File: src/hw/rtl/load_presence_cover_qualifier_defines.svh
// Assertion macros shared by the cover qualifier RTL
`ifndef LOAD_PRESENCE_COVER_QUALIFIER_DEFINES_SVH
`define LOAD_PRESENCE_COVER_QUALIFIER_DEFINES_SVH

// same-cycle implication, checked outside reset
`define LPCQ_ASSERT_NOW(label, ante, cons, msg) \
  label: assert property (@(posedge clk) disable iff (!rst_n) (ante) |-> (cons)) \
    else $error(msg);

// next-cycle implication, checked outside reset
`define LPCQ_ASSERT_NEXT(label, ante, cons, msg) \
  label: assert property (@(posedge clk) disable iff (!rst_n) (ante) |=> (cons)) \
    else $error(msg);

`endif

File: src/hw/rtl/lpcq_pkg.sv
// Types and constants for the load presence cover qualifier
package lpcq_pkg;

  localparam int SAMPLE_W     = 24;
  localparam int TIME_W       = 32;
  localparam int TARGET_W     = 23;
  localparam int FRAC_W       = 16;
  localparam int DELTA_W      = 16;
  localparam int LEVEL_W      = 24;
  localparam int COUNT_W      = 4;
  localparam int WINDOW_W     = 16;
  localparam int CFG_IDX_W    = 3;
  localparam int CFG_DATA_W   = 24;

  localparam logic [FRAC_W-1:0]   TOL_FRAC_RST  = FRAC_W'(6554);
  localparam logic [DELTA_W-1:0]  STABLE_RST    = DELTA_W'(10);
  localparam logic [LEVEL_W-1:0]  EMPTY_RST     = LEVEL_W'(100);
  localparam logic [COUNT_W-1:0]  CONFIRM_RST   = COUNT_W'(3);
  localparam logic [WINDOW_W-1:0] WINDOW_RST    = WINDOW_W'(1000);

  typedef enum logic [CFG_IDX_W-1:0] {
    REG_TARGET_WEIGHT  = 3'd0,
    REG_TOLERANCE_FRAC = 3'd1,
    REG_STABLE_DELTA   = 3'd2,
    REG_EMPTY_LEVEL    = 3'd3,
    REG_CONFIRM_COUNT  = 3'd4,
    REG_WINDOW_MS      = 3'd5
  } reg_idx_t;

  typedef enum logic [1:0] {
    CMD_NONE  = 2'd0,
    CMD_OPEN  = 2'd1,
    CMD_CLOSE = 2'd2
  } cover_cmd_t;

  typedef struct packed {
    logic signed [SAMPLE_W-1:0] sample;
    logic [TIME_W-1:0]          time_ms;
  } in_item_t;

  typedef struct packed {
    cover_cmd_t           cover_cmd;
    logic                 cover_is_open;
    logic [COUNT_W-1:0]   match_count;
  } out_item_t;

endpackage

File: src/hw/rtl/load_presence_cover_qualifier.sv
// Load presence cover qualifier: stability, band and empty checks with confirm count
//
//   channel  direction  handshake           payload
//   in_      input      in_valid/in_stall   in_item_t  (sample, time_ms)
//   out_     output     out_valid/out_stall out_item_t (cover_cmd, cover_is_open, match_count)
//   cfg_     input      cfg_valid/cfg_ready cfg_index, cfg_data
//
// One transaction per cycle sustained while out_ is not stalled; each result passes through
// the input register, then the result register.
// The tolerance band limits are registered products of the configuration registers.
// rst_n is synchronous; it clears valids, state and configuration to reset values.
// A stall on out_ backs up through the input register to in_stall in the same cycle.
module load_presence_cover_qualifier
  import lpcq_pkg::*;
(
  input  logic                  clk,
  input  logic                  rst_n,
  input  logic                  in_valid,
  output logic                  in_stall,
  input  in_item_t              in_data,
  output logic                  out_valid,
  input  logic                  out_stall,
  output out_item_t             out_data,
  input  logic                  cfg_valid,
  output logic                  cfg_ready,
  input  logic [CFG_IDX_W-1:0]  cfg_index,
  input  logic [CFG_DATA_W-1:0] cfg_data
);

`include "load_presence_cover_qualifier_defines.svh"

  localparam int SPAN_W   = FRAC_W + 1;
  localparam int BAND_W   = TARGET_W + SPAN_W;
  localparam int SCALED_W = SAMPLE_W + FRAC_W;
  localparam int CMP_W    = ((SCALED_W > BAND_W) ? SCALED_W : BAND_W) + 1;
  localparam int DIFF_W   = SAMPLE_W + 1;
  localparam int LVL_CMP_W = (SAMPLE_W > LEVEL_W) ? SAMPLE_W : LEVEL_W;

  logic [TARGET_W-1:0]       target_r;
  logic [FRAC_W-1:0]         tol_r;
  logic [DELTA_W-1:0]        delta_r;
  logic signed [LEVEL_W-1:0] empty_r;
  logic [COUNT_W-1:0]        confirm_r;
  logic [WINDOW_W-1:0]       window_r;

  logic [BAND_W-1:0]         band_lo_r;
  logic [BAND_W-1:0]         band_hi_r;

  logic                      s1_valid_r;
  in_item_t                  s1_r;
  logic                      out_valid_r;
  out_item_t                 out_r;

  logic signed [SAMPLE_W-1:0] prev_r;
  logic [COUNT_W-1:0]         matches_r;
  logic [TIME_W-1:0]          first_time_r;
  logic                       armed_r;
  logic                       cover_open_r;

  logic signed [SAMPLE_W-1:0] prev_nxt;
  logic [COUNT_W-1:0]         matches_nxt;
  logic [TIME_W-1:0]          first_time_nxt;
  logic                       armed_nxt;
  logic                       cover_open_nxt;
  out_item_t                  out_nxt;

  logic                       out_free;
  logic                       s1_adv;
  logic                       in_acc;

  logic [SPAN_W-1:0]          span_lo;
  logic [SPAN_W-1:0]          span_hi;
  logic [TIME_W-1:0]          elapsed;
  logic                       window_clr;
  logic signed [DIFF_W-1:0]   diff;
  logic [DIFF_W-1:0]          diff_abs;
  logic                       stable;
  logic signed [CMP_W-1:0]    scaled;
  logic signed [CMP_W-1:0]    lo_cmp;
  logic signed [CMP_W-1:0]    hi_cmp;
  logic                       in_band;
  logic                       is_empty;
  logic                       hit;
  logic [COUNT_W-1:0]         m_base;
  logic [COUNT_W-1:0]         m_inc;

  // handshake
  assign out_free  = !out_valid_r || !out_stall;
  assign s1_adv    = s1_valid_r && out_free;
  assign in_stall  = s1_valid_r && !out_free;
  assign in_acc    = in_valid && !in_stall;
  assign cfg_ready = 1'b1;
  assign out_valid = out_valid_r;
  assign out_data  = out_r;

  always_ff @(posedge clk) begin
    if (!rst_n) begin
      target_r  <= '0;
      tol_r     <= TOL_FRAC_RST;
      delta_r   <= STABLE_RST;
      empty_r   <= EMPTY_RST;
      confirm_r <= CONFIRM_RST;
      window_r  <= WINDOW_RST;
    end else if (cfg_valid && cfg_ready) begin
      case (reg_idx_t'(cfg_index))
        REG_TARGET_WEIGHT:  target_r  <= cfg_data[TARGET_W-1:0];
        REG_TOLERANCE_FRAC: tol_r     <= cfg_data[FRAC_W-1:0];
        REG_STABLE_DELTA:   delta_r   <= cfg_data[DELTA_W-1:0];
        REG_EMPTY_LEVEL:    empty_r   <= cfg_data[LEVEL_W-1:0];
        REG_CONFIRM_COUNT:  confirm_r <= cfg_data[COUNT_W-1:0];
        REG_WINDOW_MS:      window_r  <= cfg_data[WINDOW_W-1:0];
        default: ;
      endcase
    end
  end

  // band limits: target * (1 -/+ tol), scaled by 2^16
  assign span_lo = (SPAN_W'(1) << FRAC_W) - SPAN_W'(tol_r);
  assign span_hi = (SPAN_W'(1) << FRAC_W) + SPAN_W'(tol_r);

  always_ff @(posedge clk) begin
    band_lo_r <= BAND_W'(target_r) * BAND_W'(span_lo);
    band_hi_r <= BAND_W'(target_r) * BAND_W'(span_hi);
  end

  always_comb begin
    elapsed    = s1_r.time_ms - first_time_r;
    window_clr = armed_r && (elapsed >= TIME_W'(window_r));

    diff     = DIFF_W'(s1_r.sample) - DIFF_W'(prev_r);
    diff_abs = diff[DIFF_W-1] ? DIFF_W'(-diff) : DIFF_W'(diff);
    stable   = diff_abs < DIFF_W'(delta_r);

    scaled   = CMP_W'($signed({s1_r.sample, {FRAC_W{1'b0}}}));
    lo_cmp   = $signed(CMP_W'(band_lo_r));
    hi_cmp   = $signed(CMP_W'(band_hi_r));
    in_band  = (scaled >= lo_cmp) && (scaled <= hi_cmp);
    is_empty = LVL_CMP_W'(s1_r.sample) <= LVL_CMP_W'(empty_r);

    hit = stable && (cover_open_r ? is_empty : in_band);

    m_base = window_clr ? '0 : matches_r;
    m_inc  = m_base + COUNT_W'(1);

    matches_nxt    = m_base;
    first_time_nxt = first_time_r;
    armed_nxt      = armed_r;
    cover_open_nxt = cover_open_r;
    out_nxt.cover_cmd = CMD_NONE;

    if (hit) begin
      if (m_base == '0) begin
        first_time_nxt = s1_r.time_ms;
        armed_nxt      = 1'b1;
      end
      matches_nxt = m_inc;
      if (m_inc >= confirm_r) begin
        matches_nxt       = '0;
        cover_open_nxt    = !cover_open_r;
        out_nxt.cover_cmd = cover_open_r ? CMD_CLOSE : CMD_OPEN;
      end
    end

    prev_nxt              = s1_r.sample;
    out_nxt.cover_is_open = cover_open_nxt;
    out_nxt.match_count   = matches_nxt;
  end

  always_ff @(posedge clk) begin
    if (!rst_n) begin
      s1_valid_r   <= 1'b0;
      out_valid_r  <= 1'b0;
      prev_r       <= '0;
      matches_r    <= '0;
      first_time_r <= '0;
      armed_r      <= 1'b0;
      cover_open_r <= 1'b0;
    end else begin
      if (in_acc) begin
        s1_valid_r <= 1'b1;
      end else if (s1_adv) begin
        s1_valid_r <= 1'b0;
      end
      if (s1_adv) begin
        out_valid_r <= 1'b1;
      end else if (!out_stall) begin
        out_valid_r <= 1'b0;
      end
      if (s1_adv) begin
        prev_r       <= prev_nxt;
        matches_r    <= matches_nxt;
        first_time_r <= first_time_nxt;
        armed_r      <= armed_nxt;
        cover_open_r <= cover_open_nxt;
      end
    end
  end

  always_ff @(posedge clk) begin
    if (in_acc) begin
      s1_r <= in_data;
    end
    if (s1_adv) begin
      out_r <= out_nxt;
    end
  end

  `LPCQ_ASSERT_NOW(a_open_cmd_state, out_valid_r && (out_r.cover_cmd == CMD_OPEN), out_r.cover_is_open, "open command with cover closed")
  `LPCQ_ASSERT_NOW(a_close_cmd_state, out_valid_r && (out_r.cover_cmd == CMD_CLOSE), !out_r.cover_is_open, "close command with cover open")
  `LPCQ_ASSERT_NOW(a_cmd_clears_count, out_valid_r && (out_r.cover_cmd != CMD_NONE), out_r.match_count == '0, "count not cleared on toggle")
  `LPCQ_ASSERT_NEXT(a_state_holds, !s1_adv, $stable(cover_open_r) && $stable(matches_r) && $stable(armed_r), "state moved without a retiring transaction")
  `LPCQ_ASSERT_NOW(a_stall_needs_item, in_stall, s1_valid_r && out_valid_r, "input stalled with room available")

endmodule
File: config.mk
export PLATFORM = sky130hd
export DESIGN_NAME = load_presence_cover_qualifier
export DESIGN_NICKNAME = d
export VERILOG_FILES = /design/src/hw/rtl/lpcq_pkg.sv /design/src/hw/rtl/load_presence_cover_qualifier.sv
export VERILOG_INCLUDE_DIRS = /design/src /design/src/hw/rtl
export SDC_FILE = /design/constraint.sdc
export NUM_CORES = 2
export LEC_CHECK = 0
export ABC_AREA = 1
export BUFFER_PORTS_ARGS = -buffer_cell sky130_fd_sc_hd__buf_2
export CAP_MARGIN = 40
export CORE_AREA = 5 5 333 335
export CTS_BUF_LIST = sky130_fd_sc_hd__clkbuf_8
export DETAILED_ROUTE_END_ITERATION = 10
export DIE_AREA = 0 0 338 340
export PLACE_DENSITY_LB_ADDON = 0.12
export SLEW_MARGIN = 15
export SYNTH_ARGS = -nofsm -noshare
export SYNTH_HDL_FRONTEND = slang
export SYNTH_SLANG_ARGS = --single-unit
File: constraint.sdc
create_clock -name clk -period 6.56 [get_ports clk]
set_input_delay 1.312 -clock clk [delete_from_list [all_inputs] [get_ports clk]]
set_output_delay 1.312 -clock clk [all_outputs]
set_load 0.03 [all_outputs]
; ---- Yosys cells after proc, flatten, opt, wreduce, memory -nomap -nowiden
; Cells that the tools add are included.
[classes]
n_eq_ne = 6
muxes = 12
n_reduce_logical = 23
n_addsub = 6
multipliers = 2
n_lt_le_gt_ge = 6
[op_table]
columns = cell, count
row1 = 23-bit by 17-bit multiplier with 40-bit output, 2
row2 = 40-bit by 41-bit >= comparator with 1-bit output, 1
row3 = 40-bit by 41-bit <= comparator with 1-bit output, 1
row4 = 32-bit by 16-bit >= comparator with 1-bit output, 1
row5 = 32-bit subtractor, 1
row6 = 25-bit by 16-bit < comparator with 1-bit output, 1
row7 = 25-bit 2-to-1 mux, 1
row8 = 25-bit negator, 1
row9 = 24-bit by 24-bit subtractor with 25-bit output, 1
row10 = 24-bit <= comparator, 1
row11 = 17-bit by 16-bit adder with 17-bit output (first input constant), 1
row12 = 17-bit by 16-bit subtractor with 17-bit output (first input constant), 1
row13 = 2-bit AND reduction, 7
row14 = 4-bit 2-to-1 mux, 3
row15 = 1-bit 2-to-1 mux, 7
row16 = 3-bit by 2-bit == test with 1-bit output (second input constant), 2
row17 = 3-bit == test (second input constant), 2
row18 = 1-bit logical AND, 6
row19 = 1-bit zero test, 5
row20 = 4-bit by 1-bit adder with 4-bit output (second input constant), 1
row21 = 4-bit >= comparator, 1
row22 = 4-bit zero test, 1
row23 = 3-bit by 1-bit == test with 1-bit output (second input constant), 1
row24 = 3-bit zero test, 1
row25 = 5 further kinds, 5
[word_totals]
reg_bits = 306
output_inout_bits = 10
elab_cells = 75
in_bits = 88

; ---- Logic depth before layout (Yosys ltp)
[depth]
depth_word = 8
mapped_depth = 41

; ---- Worst setup path before layout
; No wires, ideal clock.
[synth_path]
path_kind = register -> register
start = register tol_r[0]
end = register band_lo_r[37]
path_buffers = 2
setup_slack_ns = -0.516
setup_ns = 0.120
arrival_ns = 6.956
stages_incl_launch_ff = 37
cell_sequence = dfxtp_1 > clkbuf_1 > inv_1 > ha_1 > nand2_1 > nor2_1 > inv_1 > nor2_1 > inv_1 > nor2_1 > nand4_1 > nor2_1 > nand4_1 > nor4_2 > inv_1 > clkbuf_1 > nor2_1 > fa_1 > fa_1 > fa_1 > fa_1 > fa_1 > inv_1 > fa_1 > inv_1 > ha_1 > a21oi_1 > inv_1 > a31oi_1 > o211ai_1 > a21oi_1 > inv_1 > a31oi_1 > o21ai_0 > nand3_1 > nand2_1 > xor2_1
[synth_via]
elab_chain_len = 2
[synth_lines]
columns = item, line_no
row1 = "start, declared", load_presence_cover_qualifier.sv:40  ; logic [FRAC_W-1:0] tol_r;
row2 = "start signal, assigned", load_presence_cover_qualifier.sv:107  ; REG_TOLERANCE_FRAC: tol_r <= cfg_data[FRAC_W-1:0];
row3 = 17-bit by 16-bit subtractor with 17-bit output, load_presence_cover_qualifier.sv:118  ; assign span_lo = (SPAN_W'(1) << FRAC_W) - SPAN_W'(tol_r);
row4 = 23-bit by 17-bit multiplier with 40-bit output, load_presence_cover_qualifier.sv:122  ; band_lo_r <= BAND_W'(target_r) * BAND_W'(span_lo);
row5 = "end signal, assigned", load_presence_cover_qualifier.sv:122
row6 = "end, declared", load_presence_cover_qualifier.sv:46  ; logic [BAND_W-1:0] band_lo_r;
; No other way between the ends.
; A chain may end at the register's enable or synchronous reset.

; ---- Worst setup path in the final report
[layout_path]
start = register tol_r[0]
end = register band_lo_r[38]
; The elaborated chain is that of the path after synthesis.

==> summary.md <==
| Metric | Value |
|---|---|
| Outcome | finished with violations |
| Violated checks | negative setup slack |
| Cell Area, Synth | 42700 sq um |
| Design Area, Final | 49100 sq um |
| Initial core utilization | 0.396 |
| Crit Path Class | reg -> reg |
| Gr ovfl total | 0 |
| Critical path arrival | 7.62 ns |
| Iter 0 DRT Violations | 1989 |
| CP required | 7.22 ns |
| Leakage | 26.0 nW |
| Number of global-route vias before repair | 36.7k |
| Multi-input logic area | 30700 sq um |
| Largest net degree at the start of global routing | 62 |
| Max Freq | 0.144 GHz |
| Number of remaining DRC errors | 0 |
| Die Y | 340 um |
| Final Hold Vio Count | 0 |
| Share of layout cells above drive strength 1 | 0.131 |
| Clk buf depth | 3 |
| Area contributors post-synth | fa_1, inv_1, ha_1, dfxtp_1, nand2_1 |
| CP Capture Type | register |
| Post-synth EDFFs | 63 |
| Routed WL | 135 mm |
| Syn_nets | 6711 |
| Die area | 115000 sq um |
| Storage element area | 6740 sq um |
| Prevailing post-synth register cell | dfxtp_1 |
| Via count | 35.8k |
| GRT Total Usage | 0.236 |
| Syn avg cell area | 7.62 sq um |
| Die width | 338 um |
| Fin crit period | 6.95 ns |
| Dominant cell type by area after synthesis | fa_1 |
| Synth top area share | 0.296 |
| Total power | 7.59 mW |
| Cts bufs inserted | 58 |
| Fin Setup TNS | -3.27 ns |
| Synth-to-Final Area Change | 15.1% |
| Detailed Routing Iterations Pass 1 | 8 |
| Ys async rst share | 0 |
| RSZ-0062 raised after global routing | true |
| Synthesized netlist cell count | 5597 |
| WL/cell | 18.4 um |
| Clk_lat worst skew | 0.75 ns |
| Setup Skew | 0.0783 ns |
| CTS clk-pin slew, worst paths | 0.06 ns |
| Slew headroom | 0.455 |
| PnR worst setup slack | -0.394 ns |
| Unique cell type count in the Yosys netlist | 52 |
| Pwr dens | 155 nW/um^2 |
| Dpl cell area | 46800 sq um |
| Crit path launch type | register |
| Max stage delay cell, worst path | fa_1 |
| First-pass GRT wire length | 211 mm |
| Tightest Hold Check Type | reg -> reg |
| Detailed placer's ending HPWL | 111 mm |
| Htree depth | 2 |
| Max Slew Vio Count | 0 |
| Io pins | 98 |
| Remaining antenna violation count | 0 |
| Clk sinks | 305 |
| Pre-CTS setup slack | -0.548 ns |
| Nets | 6993 |
| Synthesis Warnings | 0 |
| CTS tree | yes |
| Number of port buffers | 96 |
| Synth Register Bits | 305 |
| Tcrit/Tclk final | 1.06 |
| Final setup fails | 16 |
| Row count | 121 |
| Crit path largest cell delay | 0.49 ns |
| Fin util | 0.456 |
| Sequential fraction of the synthesis area | 0.158 |
| Peak supply drop | 0.144 mV |
| Gpl congestion | 0.910 |
| CP max FO | 7 |
| Filler cells | 11.0k |
| Core Area | 108000 sq um |
| Max-cap viol count | 0 |
| Drt via density | 4.88 |
| Root buf cell | clkbuf_8 |
| Hold_buf cts | 0 |
| Initial antenna violation count | 6 |
| Top cell by count, worst path | fa_1 |
| Worst Tran Pin Value | 0.816 ns |
worst paths after layout:
| kind | cells past startpoint | slack (ns) | to | startpoint |
|---|---|---|---|---|
| min reg2reg | 2 | 0.46 | prev_r[21] | prev_r[21] |
| min | 2 | 0.46 | prev_r[21] | prev_r[21] |
| max reg2reg | 38 | -0.39 | band_lo_r[38] | tol_r[0] |
| max | 38 | -0.39 | band_lo_r[38] | tol_r[0] |
cell usage after synthesis, drive strengths merged (33+ instances only):
master	instances
a21oi	297
ha	396
o21ai	196
inv	1403
nand2	1340
fa	630
clkbuf	165
xor2	68
nor2	347
nand4	59
dfxtp	242
nand3	131
nand3b	42
nor3	33
edfxtp	63
xnor2	37
flip-flops by register name, indices dropped and copies added, names as in the netlist:
| signal | cells |
|---|---|
| window_r | 16 |
| band_hi_r | 40 |
| out_valid | 1 |
| delta_r | 16 |
| empty_r | 24 |
| armed_r | 1 |
| cover_open_r | 1 |
| matches_r | 4 |
| s1_r | 32 |
| target_r | 23 |
| out_data | 7 |
| tol_r | 16 |
| s1_valid_r | 1 |
| prev_nxt | 24 |
| band_lo_r | 39 |
| first_time_r | 32 |
| confirm_r | 4 |
| prev_r | 24 |
cell families after synthesis:
group                    synth area share
AND/OR/NAND/NOR                     0.195
AO/OA/AOI/OAI                      0.0717
other                           0.0000879
flip-flops                          0.158
adder cells (fa/ha/maj)             0.412
buffers and inverters               0.142
XOR/XNOR                           0.0216
repair_timing:
action,4_1_cts,5_1_grt
buffers inserted,23,20
gates resized for setup,78,144
pin swaps,34,47
setup endpoints to repair,21,35
cloned,1,0
where the power goes:
part	leakage (nW)	total [mW]	switching (mW)	internal (mW)
sequential	2.60	2.27	0.156	2.12
clock	0.733	2.13	0.954	1.17
combinational	22.6	3.19	1.94	1.26
total	26.0	7.59	3.04	4.55
layout make-up:
| cell class | count | share of cell area |
|---|---|---|
| timing repair buffer | 411 | 0.0663 |
| clock buffer | 67 | 0.0188 |
| multi-input combinational | 3690 | 0.626 |
| sequential | 305 | 0.137 |
| antenna | 2 | 0.000102 |
| inverter | 1413 | 0.109 |
| clock inverter | 41 | 0.00713 |
| tap | 1414 | 0.0360 |
routing by layer:
metal  up-vias  track usage  wire [um]
met3       175       0.0296       7410
met2       864        0.397      63400
met1     17400        0.328      61200
met5         -            0          0
met4         0       0.0489       3210
li1      17400            -          -
through the flow:
stage          hold WS (ns)  std cells
2_1_floorplan         0.435       5597
3_3_place_gp          0.446       7192
3_5_place_dp          0.451       7195
4_1_cts               0.460       7325
5_1_grt               0.474       7342
6_report              0.457       7343
critical path: cells and delay by family, from the launching register on:
family,cells,cell delay [ns]
AO/OA/AOI/OAI,6,0.98
AND/OR/NAND/NOR,11,1.26
adder cells (fa/ha/maj),8,3.06
XOR/XNOR,1,0.16
buffers and inverters,12,1.12
flip-flops,1,0.34
placed cells by master, fill, tap and decap left out, types with 7 or more instances in the layout:
cell and instances:
inv_1 1380, nand2_1 1258, fa_1 624, ha_1 378, nor2_1 299, a21oi_1 274, buf_4 271, dfxtp_1 238
o21ai_0 177, nand3_1 124, buf_2 96, nand2_2 69, xor2_1 67, clkbuf_8 67, edfxtp_1 63, nand4_1 59
nand3b_1 42, inv_2 41, nor2_2 33, xnor2_1 33, nor3_1 29, o211ai_1 26, buf_12 25, a21oi_2 21
nor4_1 19, ha_4 18, nor2_4 15, buf_6 15, nand2_4 14, o21ai_2 11, o21a_1 9, nand3_2 7
o21ai_1 7, a31oi_1 7, o21bai_1 7, clkinv_1 7, clkinv_2 7
Power figures use the tool's default switching activity.
